<file path="src/nsc_pkg.sv">
// ----------------------------------------------------------------------------
// NMEA sentence checker package
// Shared constants, result word type and a helper function.
// ----------------------------------------------------------------------------
package nsc_pkg;

    // Default line buffer size in bytes
    localparam int BUF_SIZE_DEFAULT = 128;

    // Reset value of the star position limit register
    localparam logic [7:0] STAR_LIMIT_RESET = 8'd82;

    // Characters of interest
    localparam logic [7:0] CHAR_DOLLAR = 8'h24;
    localparam logic [7:0] CHAR_STAR   = 8'h2A;
    localparam logic [7:0] CHAR_LF     = 8'h0A;
    localparam logic [7:0] CHAR_NUL    = 8'h00;
    localparam logic [7:0] CHAR_ZERO   = 8'h30;
    // 'A' less ten, so a nibble of 10..15 maps straight to 'A'..'F'
    localparam logic [7:0] CHAR_HEX_ALPHA_BASE = 8'h37;

    // Sentence kind codes
    localparam logic [2:0] KIND_OTHER = 3'd0;
    localparam logic [2:0] KIND_GGA   = 3'd1;
    localparam logic [2:0] KIND_RMC   = 3'd2;
    localparam logic [2:0] KIND_GLL   = 3'd3;
    localparam logic [2:0] KIND_VTG   = 3'd4;

    localparam int KIND_COUNT = 4;
    localparam int KIND_LEN   = 6;

    // Sentence headers, one row per kind in priority order
    localparam logic [7:0] KIND_TEXT [KIND_COUNT][KIND_LEN] = '{
        '{8'h24, 8'h47, 8'h50, 8'h47, 8'h47, 8'h41},   // $GPGGA
        '{8'h24, 8'h47, 8'h50, 8'h52, 8'h4D, 8'h43},   // $GPRMC
        '{8'h24, 8'h47, 8'h50, 8'h47, 8'h4C, 8'h4C},   // $GPGLL
        '{8'h24, 8'h47, 8'h50, 8'h56, 8'h54, 8'h47}    // $GPVTG
    };

    // One result word
    typedef struct packed {
        logic       sentence_valid;
        logic [2:0] sentence_kind;
        logic [7:0] computed_checksum;
    } nsc_result_t;

    // Uppercase hex character for one nibble
    function automatic logic [7:0] hex_digit(input logic [3:0] nibble);
        logic [7:0] wide;
        wide = {4'h0, nibble};
        if (nibble < 4'd10)
        begin
            return wide + CHAR_ZERO;
        end
        return wide + CHAR_HEX_ALPHA_BASE;
    endfunction

endpackage

</file>
<file path="src/nsc_line_parser.sv">
// ----------------------------------------------------------------------------
// NMEA line parser
// Per-line state: position, running XOR, parse phase, check characters and
// header match flags. Flags a line end and forms its result combinationally.
// ----------------------------------------------------------------------------
module nsc_line_parser #(
    parameter int BUF_SIZE = nsc_pkg::BUF_SIZE_DEFAULT
) (
    input  logic                clk,
    input  logic                rst_n,
    input  logic                byte_accept,
    input  logic [7:0]          rx_byte,
    input  logic [7:0]          star_limit,
    output logic                line_end,
    output nsc_pkg::nsc_result_t result
);

    import nsc_pkg::*;

    localparam int POS_W = $clog2(BUF_SIZE + 1);
    localparam logic [POS_W-1:0] BUF_LIMIT  = POS_W'(BUF_SIZE);
    localparam logic [POS_W-1:0] HEADER_END = POS_W'(KIND_LEN);

    typedef enum logic [2:0] {
        PH_FIRST = 3'd0,
        PH_SCAN  = 3'd1,
        PH_CHK1  = 3'd2,
        PH_CHK2  = 3'd3,
        PH_DONE  = 3'd4
    } phase_t;

    logic [POS_W-1:0]      pos_reg, pos_next;
    logic [7:0]            xor_reg, xor_next;
    phase_t                phase_reg, phase_next;
    logic [15:0]           chk_reg, chk_next;
    logic [KIND_COUNT-1:0] match_reg, match_next;
    logic                  err_reg, err_next;

    logic                  take;
    logic [15:0]           expect_chk;
    logic [2:0]            kind;

    // Line end: newline, or a byte arriving with the buffer full
    assign line_end = (rx_byte == CHAR_LF) || (pos_reg >= BUF_LIMIT);
    assign take     = byte_accept && !line_end;

    // Next state for a stored byte
    always_comb
    begin
        pos_next   = pos_reg;
        xor_next   = xor_reg;
        phase_next = phase_reg;
        chk_next   = chk_reg;
        match_next = match_reg;
        err_next   = err_reg;

        if (take)
        begin
            // header match against each kind
            if (pos_reg < HEADER_END)
            begin
                for (int k = 0; k < KIND_COUNT; k++)
                begin
                    if (rx_byte != KIND_TEXT[k][pos_reg[2:0]])
                    begin
                        match_next[k] = 1'b0;
                    end
                end
            end

            case (phase_reg)
                PH_FIRST:
                begin
                    if (rx_byte == CHAR_DOLLAR)
                    begin
                        phase_next = PH_SCAN;
                    end
                    else
                    begin
                        err_next   = 1'b1;
                        phase_next = PH_DONE;
                    end
                end
                PH_SCAN:
                begin
                    if ((8'(pos_reg) >= star_limit) || (rx_byte == CHAR_NUL))
                    begin
                        err_next   = 1'b1;
                        phase_next = PH_DONE;
                    end
                    else if (rx_byte == CHAR_STAR)
                    begin
                        phase_next = PH_CHK1;
                    end
                    else
                    begin
                        xor_next = xor_reg ^ rx_byte;
                    end
                end
                PH_CHK1:
                begin
                    chk_next   = {rx_byte, 8'h00};
                    phase_next = PH_CHK2;
                end
                PH_CHK2:
                begin
                    chk_next   = {chk_reg[15:8], rx_byte};
                    phase_next = PH_DONE;
                end
                default:
                begin
                    // done: trailing bytes ignored
                end
            endcase

            pos_next = pos_reg + 1'b1;
        end
        else if (byte_accept)
        begin
            // line end: back to a fresh line
            pos_next   = '0;
            xor_next   = '0;
            phase_next = PH_FIRST;
            chk_next   = '0;
            match_next = '1;
            err_next   = 1'b0;
        end
    end

    // Line state registers
    always_ff @(posedge clk or negedge rst_n)
    begin
        if (!rst_n)
        begin
            pos_reg   <= '0;
            xor_reg   <= '0;
            phase_reg <= PH_FIRST;
            chk_reg   <= '0;
            match_reg <= '1;
            err_reg   <= 1'b0;
        end
        else
        begin
            pos_reg   <= pos_next;
            xor_reg   <= xor_next;
            phase_reg <= phase_next;
            chk_reg   <= chk_next;
            match_reg <= match_next;
            err_reg   <= err_next;
        end
    end

    // Kind: first matching header, only for lines of full header length
    always_comb
    begin
        kind = KIND_OTHER;
        if (pos_reg >= HEADER_END)
        begin
            if (match_reg[0])
            begin
                kind = KIND_GGA;
            end
            else if (match_reg[1])
            begin
                kind = KIND_RMC;
            end
            else if (match_reg[2])
            begin
                kind = KIND_GLL;
            end
            else if (match_reg[3])
            begin
                kind = KIND_VTG;
            end
        end
    end

    // Result of the line held in the state registers
    assign expect_chk = {hex_digit(xor_reg[7:4]), hex_digit(xor_reg[3:0])};

    always_comb
    begin
        result.sentence_valid    = (phase_reg == PH_DONE) && !err_reg
                                   && (chk_reg == expect_chk);
        result.sentence_kind     = kind;
        result.computed_checksum = xor_reg;
    end

endmodule

</file>
<file path="src/nmea_sentence_checker_core.sv">
// ----------------------------------------------------------------------------
// NMEA sentence checker core
// Frames a byte stream into lines and reports framing, checksum and kind
// of each finished line.
// ----------------------------------------------------------------------------
// A result word is shown in the cycle after the byte ending its line is accepted.
// Throughput: one byte per cycle; the line state takes each byte in a single
// pass, and the input is held off only while a result word is stalled.
// Reset: asynchronous, active low; clears line state, the result valid flag
// and sets the star position limit to 82. No clearing pass is needed.
// ----------------------------------------------------------------------------
module nmea_sentence_checker_core #(
    parameter int BUF_SIZE = nsc_pkg::BUF_SIZE_DEFAULT
) (
    input  logic       clk,
    input  logic       rst_n,
    // byte input
    input  logic       rx_valid,
    output logic       rx_stall,
    input  logic [7:0] rx_byte,
    // limit register write
    input  logic       cfg_valid,
    output logic       cfg_ready,
    input  logic [7:0] cfg_data,
    // result output
    output logic       res_valid,
    input  logic       res_stall,
    output logic       sentence_valid,
    output logic [2:0] sentence_kind,
    output logic [7:0] computed_checksum
);

    import nsc_pkg::*;

    logic [7:0]  limit_reg;
    logic        byte_accept;
    logic        line_end;
    nsc_result_t line_result;
    nsc_result_t res_reg;
    logic        res_valid_reg, res_valid_next;

    // Configuration write, always ready
    assign cfg_ready = 1'b1;

    always_ff @(posedge clk or negedge rst_n)
    begin
        if (!rst_n)
        begin
            limit_reg <= STAR_LIMIT_RESET;
        end
        else if (cfg_valid)
        begin
            limit_reg <= cfg_data;
        end
    end

    // Input handshake: blocked only while a result word is held up
    assign rx_stall    = res_valid_reg && res_stall;
    assign byte_accept = rx_valid && !rx_stall;

    nsc_line_parser #(
        .BUF_SIZE (BUF_SIZE)
    ) u_parser (
        .clk         (clk),
        .rst_n       (rst_n),
        .byte_accept (byte_accept),
        .rx_byte     (rx_byte),
        .star_limit  (limit_reg),
        .line_end    (line_end),
        .result      (line_result)
    );

    // Result register
    always_comb
    begin
        res_valid_next = res_valid_reg && res_stall;
        if (byte_accept && line_end)
        begin
            res_valid_next = 1'b1;
        end
    end

    always_ff @(posedge clk or negedge rst_n)
    begin
        if (!rst_n)
        begin
            res_valid_reg <= 1'b0;
        end
        else
        begin
            res_valid_reg <= res_valid_next;
        end
    end

    always_ff @(posedge clk)
    begin
        if (byte_accept && line_end)
        begin
            res_reg <= line_result;
        end
    end

    assign res_valid         = res_valid_reg;
    assign sentence_valid    = res_reg.sentence_valid;
    assign sentence_kind     = res_reg.sentence_kind;
    assign computed_checksum = res_reg.computed_checksum;

endmodule

</file>
<file path="config.mk">
export PLATFORM = sky130hd
export DESIGN_NAME = nmea_sentence_checker_core
export DESIGN_NICKNAME = d
export VERILOG_FILES = /design/src/nsc_pkg.sv /design/src/nsc_line_parser.sv /design/src/nmea_sentence_checker_core.sv
export SDC_FILE = /design/constraint.sdc
export NUM_CORES = 1
export LEC_CHECK = 0
export BUFFER_PORTS_ARGS = -buffer_cell sky130_fd_sc_hd__buf_2
export CAP_MARGIN = 5
export CORE_ASPECT_RATIO = 1.1
export CORE_MARGIN = 1
export CORE_UTILIZATION = 46
export CTS_BUF_LIST = sky130_fd_sc_hd__clkbuf_4
export DETAILED_ROUTE_END_ITERATION = 8
export SLEW_MARGIN = 25
export SYNTH_ARGS = -nofsm -noshare
export SYNTH_HDL_FRONTEND = slang
export SYNTH_HIERARCHICAL = 1
export SYNTH_SLANG_ARGS = --single-unit
</file>
<file path="constraint.sdc">
create_clock -name clk -period 4.4 [get_ports clk]
set_input_delay 0 -clock clk [delete_from_list [all_inputs] [get_ports clk]]
set_output_delay 0 -clock clk [all_outputs]
set_load 0.1 [all_outputs]
</file>
==> summary.txt, run 1 <==
Power
  • Switching pwr: between 0.0004 and 0.0005 W
  • Power per cell area: 370 nW/um^2
  • Sequential share of power: 0.472
  • Logic pwr share: 0.246
  • Sw frac: 0.321
  • Internal: 0.00105 W
  • Worst vdd ir: 0.174 mV
  • Total power: 0.00155 W
  • Clock network fraction of total power: 0.281
  • Static leakage: about 1.8 nW

Drt
  • Router iterations before antenna repair: 4
  • DRT antenna net count: 0
  • Drt total wl: 8180 microns
  • DRC viols: 0
  • Drt via density: 5.67
  • Via count: 2881
  • WL/cell: roughly 16 microns
  • Initial DRC Count: 150

Placement
  • Place WS: 1.76 ns
  • RePlAce Congestion: 0.835
  • Detailed placement HPWL: 5700 microns
  • Input/output buffers: 34
  • Placed Instances: around 480

Synth
  • Syn_nets: 392
  • Number of synthesized flops with an enable pin: 12
  • Primary FF master, synth: dfrtp_1
  • Register area share after synthesis: 0.436
  • Cell Area, Synth: 3660 sq um
  • Async S/R FF share, synth: 0.803
  • Syn Inst Count: 354
  • Synthesis Warnings: 6
  • Register bit count reported by yosys: 61
  • Yosys cell types: 67
  • Syn_area_per_cell: 10.3 sq um

Global route
  • Gr ovfl total: 0
  • GRT Total Usage: 0.221
  • Initial antenna violation count: 0
  • Vias in the first global route: 2771
  • First-pass GRT wire length: ~14000 microns
  • Largest net degree at the start of global routing: 50

Finish
  • Area Growth Syn to Fin: 14.5%
  • Final non-filler cell total: 508
  • # diodes: 0
  • Max reg flops: 16
  • Share of post-route cells with drive strength above 1: 0.203
  • Final core occ: 0.552
  • Final nets: about 440
  • Most used cells in the layout excluding fill and tap cells: dfrtp_1, buf_2, inv_1
  • Most common cell after layout, fill and taps aside: dfrtp_1

Clock tree
  • Setup bufs post-CTS: 0
  • Longest Clk Path Bufs: 2
  • CTS tree: built
  • H-Tree Depth: 3
  • Clk sink count: 61
  • Clock transition at path regs: 0.11 ns
  • CTS-repair resized insts: 0
  • Hold-fix buffers, CTS: 17
  • Worst-Skew Late Latency: ~0.4 ns
  • Root buffer cell: clkbuf_4
  • Inserted Clock Buffers: 9

STA
  • Unrepaired setup endpoints after global routing: false
  • Max Fclk: 0.373 GHz
  • Min cycle time layout: 2.68 ns
  • Final hold vios: 0
  • Fin. max-slew vios: 0
  • Setup ws final: 1.72 ns
  • Least-Margin Pin Slew: around 0.87 ns
  • Setup Skew: 0.0198 ns
  • Fin crit share: 0.610
  • Setup violations, final: 0
  • Worst slew margin: 0.418
  • Setup tns final: 0 ns

Worst setup path
  • Critical path required time: ~4.7 ns
  • Endpoint type of the worst setup path: flip-flop
  • Crit start category: flip-flop
  • WS Path Type: flip-flop to flip-flop
  • CP max FO: 13
  • Crit path arrival time: 3.02 ns
  • FF-to-FF path depth: 7

Floorplan
  • Initial Util: 0.482
  • Io pins: 36
  • Chip Width: 87.0 microns
  • # rows: 33
  • Total core area: 7600 sq um
  • Die ar.: 8320 sq um
  • Die height: 95.6 microns

Min path
  • Hold path cells: 2
  • Tightest Hold Check Type: primary input to flip-flop

Outcome
  • Status: finished clean

Flow run
  • Max Cap Viol: 0
[metrics by stage]
| stage | hold slack (ns) | instance area (sq um) |
|---|---|---|
| 2_1_floorplan | -0.296 | 3660 |
| 3_3_place_gp | 0.146 | 3870 |
| 3_5_place_dp | 0.146 | 3870 |
| 4_1_cts | 0.00887 | 4190 |
| 5_1_grt | 0.00169 | 4190 |
| 6_report | 0.0247 | 4190 |
[power groups by stage]
stage / Combinational [W] / Clock [W] / Sequential [W]
after floorplan: 0.000329 / 0 / 0.000698
after global placement: 0.000366 / 0 / 0.000740
after detailed placement: 0.000368 / 0 / 0.000742
after CTS: 0.000383 / 0.000446 / 0.000731
after global routing: 0.000431 / 0.000471 / 0.000744
final: 0.000382 / 0.000436 / 0.000732
[per-layer routing]
layer / track usage / wire length (microns) / vias to the layer above
li1: - / - / 1383
met1: 0.295 / 3870 / 1400
met2: 0.354 / 3810 / 86
met3: 0.0433 / 365 / 12
met4: 0.0833 / 129 / 0
met5: 0 / 0 / -
[cell families after synthesis]
| family | after synthesis | share of synthesized area |
|---|---|---|
| fa+ha+maj | 17 | 0.0581 |
| flops | 61 | 0.436 |
| mux | 12 | 0.0438 |
| simple gates | 100 | 0.164 |
| compound gates | 99 | 0.199 |
| xor+xnor | 17 | 0.0407 |
| other cells | 1 | 0.00102 |
| buf+inv | 47 | 0.0574 |
[critical path, cell delays in order, from the launching register on]
cell and delay, ns:
dfrtp_1 0.55, inv_1 0.21, ha_1 0.31, nand2b_4 0.14, a2111oi_4 0.38, o211ai_2 0.30, or4_1 0.54, a21oi_1 0.16
[worst paths after layout]
check | end | from | slack (ns)
max | u_parser/xor_reg[3] | u_parser/pos_reg[0] | 1.72
max in group asynchronous | u_parser/pos_reg[6] | rst_n | 3.76
min in group asynchronous | u_parser/chk_reg[5] | rst_n | 0.22
min | limit_reg[0] | cfg_valid | 0.02
max reg2reg | u_parser/xor_reg[3] | u_parser/pos_reg[0] | 1.72
min reg2reg | u_parser/match_reg[2] | u_parser/match_reg[2] | 0.49
[Yosys cell counts, drive strengths merged, types with 5 or more instances]
master  instances  area share
a21oi          27       0.040
a22o           17       0.041
a31oi           6       0.010
buf            12       0.022
clkbuf          8      0.0082
dfrtp          42        0.29
dfstp           7       0.050
edfxtp         12       0.098
ha             17       0.058
inv            26       0.027
mux2            8       0.033
nand2          22       0.023
nand2b          6       0.012
nand3          11       0.015
nand4           6       0.010
nor2           10       0.010
nor2b          11       0.019
nor3            5      0.0068
nor4            5       0.012
o21ai          15       0.023
o31ai          12       0.025
or4             6       0.014
xnor2          11       0.026
xor2            6       0.014
[final cells by class]
type	count	area, sq um
multi-input combinational	246	1850
tap	105	131
clock inverter	6	77.6
timing repair buffer	53	355
inverter	27	101
clock buffer	10	75.1
fill	701	3410
sequential	61	1600
No activity file was read; power rests on OpenSTA's default activity.
==> run 2: changes to the inputs <==
- PLACE_DENSITY: unset -> 0.67
- clock period: 4.4 -> 2.3 ns (I/O delays scaled with it)
==> run 2 against run 1 <==
Total power grew 110%. Via count grew 6.6%. Critical path depth is the same. Final cell count grew 4.5%. Die area is the same. Core utilization grew 4.5 points. Hold slack gained 0.015 ns. Clock skew shrank 0.0027 ns. Sequential share of layout area shrank 2.8 points. Clock-buffer cell count shrank 1. Global-route usage grew 1.4 points. Highest routed layer unchanged.
==> summary.txt, run 2 (synthesis gave the netlist of run 1 again) <==
Flow run
  • Max Cap Viol: 0

Global route
  • Largest net degree at the start of global routing: 27
  • GRT Total Usage: 0.235
  • Vias in the first global route: 3041
  • First-pass GRT wire length: 14800 microns
  • Gr ovfl total: 0
  • Initial antenna violation count: 0

STA
  • Unrepaired setup endpoints after global routing: true
  • Fin crit share: 0.984
  • Max Fclk: 0.442 GHz
  • Fin. max-slew vios: 0
  • Worst slew margin: 0.565
  • Final hold vios: 0
  • Setup Skew: roughly 0.017 ns
  • Setup ws final: 0.0357 ns
  • Setup tns final: 0 ns
  • Least-Margin Pin Slew: between 0.6 and 0.7 ns
  • Setup violations, final: 0
  • Min cycle time layout: 2.26 ns

Worst setup path
  • Crit path capture: u_parser/xor_reg[5]
  • Worst-path cell chain: inv_2 -> ha_4 -> and3_4 -> a221oi_4 -> o211ai_4 -> or4_1 -> a21oi_1
  • CP max FO: 5
  • WS Path Type: flip-flop to flip-flop
  • Crit start category: flip-flop
  • Slowest library cell on the worst path: dfstp_2
  • FF-to-FF path depth: 7
  • R2r endpoint: u_parser/xor_reg[5]
  • Worst R2R Setup Slack: between 0.03 and 0.04 ns
  • Max stage delay on crit path: 0.56 ns
  • Setup crit start: limit_reg[6]
  • Worst r2r src: limit_reg[6]
  • Critical path required time: 2.62 ns
  • Crit path arrival time: 2.58 ns
  • Endpoint type of the worst setup path: flip-flop

Min path
  • Tightest Hold Check Type: primary input to flip-flop

Clock tree
  • Clk sink count: between 60 and 70
  • H-Tree Depth: 3
  • Worst-Skew Late Latency: 0.40 ns
  • Clock transition at path regs: about 0.11 ns
  • Inserted Clock Buffers: 9
  • Root buffer cell: clkbuf_4
  • Longest Clk Path Bufs: 2
  • CTS tree: built

Finish
  • FF+latch area: approximately 1600 sq um
  • Share of post-route cells with drive strength above 1: 0.296
  • Most common cell after layout, fill and taps aside: dfrtp_1
  • Max reg flops: 16
  • Area Growth Syn to Fin: 23.8%
  • Fill count: 655
  • Multi-input logic area: 2000 sq um
  • Most used cells in the layout excluding fill and tap cells: dfrtp_1, buf_2, buf_4, inv_1
  • Final nets: between 400 and 500
  • # diodes: 0
  • Final non-filler cell total: 531

Floorplan
  • Die height: 95.6 microns
  • Die ar.: 8320 sq um
  • Chip Width: 87.0 microns
  • # rows: 33
  • Total core area: 7600 sq um
  • Io pins: 36
  • Initial Util: 0.482

Drt
  • WL/cell: 16.9 microns
  • Drt via density: just under 6
  • Router iterations before antenna repair: 4
  • DRC viols: 0
  • Drt total wl: 8990 microns
  • DRT antenna net count: 0
  • Via count: 3070
  • Initial DRC Count: 192

Placement
  • Placed Instances: ~490
  • Place WS: -0.105 ns
  • RePlAce Congestion: 0.835
  • Detailed placement HPWL: 6140 microns
  • Input/output buffers: 34

Power
  • Static leakage: roughly 1.9 nW
  • Worst vdd ir: 0.456 mV
  • Power per cell area: 717 nW/um^2

Outcome
  • Status: finished clean
-- run 2: per-stage QoR --
stage / area [sq um] / hold WS (ns) / power [W] / utilization
after floorplan: 3670 / -0.296 / 0.00197 / -
after global placement: 4020 / 0.0614 / 0.00219 / 0.530
after CTS: 4410 / 0.0233 / 0.00320 / 0.580
after global routing: 4530 / 0.00277 / 0.00344 / 0.596
after detailed placement: 4020 / 0.0626 / 0.00223 / 0.530
final: 4530 / 0.0400 / 0.00325 / 0.596
-- run 2: layout make-up --
type | count | area share
clock inverters | 7 | 0.0215
flip-flops and latches | 61 | 0.353
clock buffers | 9 | 0.0149
multi-input cells | 247 | 0.441
well taps | 105 | 0.0290
inverters | 27 | 0.0224
repair buffers | 75 | 0.118
-- run 2: worst min path at each step --
| stage | slack (ns) | endpoint | from | depth (start not counted) |
|---|---|---|---|---|
| detailed placement | 0.06 | u_parser/chk_reg[11] | rst_n | 1 |
| floorplan | -0.30 | limit_reg[0] | rst_n | 0 |
| finish | 0.04 | limit_reg[6] | cfg_valid | 2 |
| global route | 0.003 | limit_reg[6] | cfg_valid | 2 |
| global placement | 0.06 | u_parser/chk_reg[11] | rst_n | 1 |
| CTS | 0.02 | u_parser/chk_reg[9] | rx_byte[1] | 2 |
-- run 2: power breakdown --
part | internal, W | switching, W | leakage (nW) | total, W
Sequential | 0.00123 | 0.0000904 | 0.721 | 0.00132
Combinational | 0.000473 | 0.000570 | 1.13 | 0.00104
Clock | 0.000446 | 0.000435 | 0.0829 | 0.000881
-- run 2: worst max-delay path, delay by kind of cell, from the launching register on --
family / cells / cell delay [ns]
flip-flops: 1 / 0.56
adder cells (fa/ha/maj): 1 / 0.20
buffers and inverters: 1 / 0.04
AND/OR/NAND/NOR: 2 / 0.67
AO/OA/AOI/OAI: 3 / 0.72
-- run 2: routing by layer --
metal	share of wire	vias to the layer above	global-route usage
li1	-	1436	-
met1	0.43	1491	0.294
met2	0.49	123	0.393
met3	0.061	20	0.0485
met4	0.022	0	0.103
met5	0	-	0
-- run 2: what timing repair did --
item,CTS,global route
hold endpoints to repair,38,1
hold buffers,15,1
setup buffers,3,2
gates resized for setup,3,18
pin swaps,7,10
gates cloned,1,0
setup endpoints to repair,7,6
==> run 3: changes to the inputs <==
- CORE_MARGIN: 1 -> 5
- CTS_CLUSTER_SIZE: unset -> 40
==> run 3 against run 2 <==
Hold slack worse by 0.0035 ns. Flip-flop and latch count unchanged. Clock power grew 8.5%. Cell area rose by 0.66%. Highest routed layer unchanged. Combinational power barely moved. Wire length is 2.2% lower. Core utilization shrank 1.4 points. Sequential power about the same. Critical path depth increased by 2. Largest power group unchanged. Global-route usage fell by 4.3 points. Clock skew down 0.0052 ns.
==> summary.txt, run 3 (synthesis gave the netlist of run 1 again) <==
STA
  • Least-Margin Pin Slew: approximately 0.60 ns
  • Setup tns final: 0 ns
  • Fin Hold WS: ~0.037 ns
  • Fin crit share: 0.981
  • Final hold vios: 0
  • Unrepaired setup endpoints after global routing: true
  • Min cycle time layout: 2.26 ns
  • Max Fclk: ~0.44 GHz
  • Worst slew margin: 0.602
  • Setup Skew: 0.0119 ns
  • Fin. max-slew vios: 0
  • Setup violations, final: 0

Placement
  • Placed cell area: 4050 sq um
  • RePlAce Congestion: roughly 0.85
  • Input/output buffers: 34
  • Detailed placement HPWL: 6150 microns

Power
  • Sw frac: 0.317
  • Total power: 0.00332 W
  • Sequential share of power: 0.398
  • Power per cell area: between 700 and 800 nW/um^2
  • Clock network fraction of total power: 0.288
  • Static leakage: 1.97 nW
  • Worst vdd ir: between 0.4 and 0.5 mV
  • Logic pwr share: 0.314
  • Internal: 0.00227 W
  • Switching pwr: 0.00105 W

Finish
  • Final instance area: 4560 sq um
  • Final core occ: 0.583
  • Final nets: 468
  • Max reg flops: 16
  • Most common cell after layout, fill and taps aside: dfrtp_1
  • Area Growth Syn to Fin: 24.6%
  • Share of post-route cells with drive strength above 1: 0.299
  • # diodes: 0
  • Most used cells in the layout excluding fill and tap cells: dfrtp_1, buf_2, buf_4

Drt
  • DRC viols: 0
  • Router iterations before antenna repair: 4
  • WL/cell: 16.2 microns
  • DRT antenna net count: 0
  • Drt total wl: 8800 microns
  • Initial DRC Count: around 230
  • Drt via density: 5.53
  • Via count: 3001

Worst setup path
  • CP max FO: 5
  • Crit start category: flip-flop
  • Worst R2R Setup Slack: roughly 0.044 ns
  • Endpoint type of the worst setup path: flip-flop
  • WS Path Type: flip-flop to flip-flop
  • Worst r2r src: limit_reg[6]
  • Crit path arrival time: about 2.5 ns
  • FF-to-FF path depth: 9
  • Critical path required time: 2.57 ns
  • R2r endpoint: u_parser/xor_reg[6]

Min path
  • Tightest Hold Check Type: primary input to flip-flop
  • Hold path cells: 3
  • Hold Crit Start: rx_byte[3]
  • WHS Endpoint: u_parser/chk_reg[11]

Floorplan
  • Die height: just over 100 microns
  • Initial Util: 0.468
  • Chip Width: 95.0 microns
  • Total core area: 7830 sq um
  • Die ar.: 9840 sq um
  • # rows: 34
  • Io pins: 36

Global route
  • Largest net degree at the start of global routing: 27
  • Vias in the first global route: 2987
  • Initial antenna violation count: 0
  • Gr ovfl total: 0
  • GRT Total Usage: 0.192
  • First-pass GRT wire length: 14800 microns

Clock tree
  • Worst-Skew Late Latency: 0.41 ns
  • H-Tree Depth: 3
  • Inserted Clock Buffers: 9
  • CTS tree: built
  • Root buffer cell: clkbuf_4
  • Clock transition at path regs: approximately 0.11 ns
  • Longest Clk Path Bufs: 2
  • Clk sink count: just over 60

Outcome
  • Status: finished clean

Flow run
  • Max Cap Viol: 0
==> run 3: changes by cell type in the layout (fill, tap and decap cells not counted), moves of 2 or more <==
| cell | before | now |
|---|---|---|
| dlygate4sd3_1 | 16 | 18 |
| o31ai_2 | 2 | 4 |
| o31ai_4 | 5 | 0 |
| o31ai_1 | 5 | 8 |
| inv_6 | 2 | 0 |
| buf_4 | 23 | 32 |
==> run 3: stage by stage <==
step / cells / worst slack, ns
6_report: 543 / 0.0438
2_1_floorplan: 354 / 0.00355
3_3_place_gp: 500 / -0.0262
4_1_cts: 539 / 0.00976
3_5_place_dp: 500 / -0.112
5_1_grt: 543 / -0.0326
==> run 3: per-layer routing <==
metal	track usage	vias to the layer above	share of wire
li1	-	1456	-
met3	0.0457	17	0.052
met5	0	-	0
met1	0.265	1452	0.45
met2	0.292	76	0.48
met4	0.0691	0	0.021
==> run 3: how the worst max path moves through the flow <==
stage / from / to / slack [ns] / cells after the start
after detailed placement: limit_reg[6] / u_parser/xor_reg[3] / -0.11 / 7
after global placement: limit_reg[6] / u_parser/xor_reg[1] / -0.03 / 7
final: limit_reg[6] / u_parser/xor_reg[6] / 0.04 / 9
after global routing: limit_reg[6] / u_parser/xor_reg[1] / -0.03 / 9
after floorplan: res_valid / u_parser/xor_reg[5] / 0.004 / 7
after CTS: limit_reg[6] / u_parser/xor_reg[5] / 0.01 / 7
==> run 3: what timing repair did <==
item / CTS / global route
endpoints found under the setup margin: 7 / 7
hold endpoints to repair: 42 / 2
hold buffers: 17 / 1
pin swaps: 9 / 6
resized for setup: 3 / 11
buffers inserted: 5 / 3
cloned: 1 / 0
==> run 3: cell type report <==
cell class              instances  area (sq um)
clock buffers                   9          67.6
clock inverters                 7           114
fillers                       708          3270
inverters                      27           101
multi-input cells             247          1950
flip-flops and latches         61          1600
well taps                     108           135
repair buffers                 84           591
==> run 3: power groups by stage <==
stage	Combinational (W)	Sequential (W)	Clock [W]
floorplan	0.000633	0.00134	0
global placement	0.000861	0.00133	0
detailed placement	0.000888	0.00133	0
CTS	0.000996	0.00132	0.000973
global route	0.00116	0.00133	0.00103
finish	0.00104	0.00132	0.000956
==> run 3: worst max-delay path: stages, from the launching register on <==
cell and delay, ns:
dfstp_2 0.55, inv_2 0.04, ha_4 0.21, and3_4 0.19
a221oi_4 0.36, buf_4 0.19, o211ai_4 0.09, buf_4 0.17
o31ai_1 0.22, a21oi_1 0.10
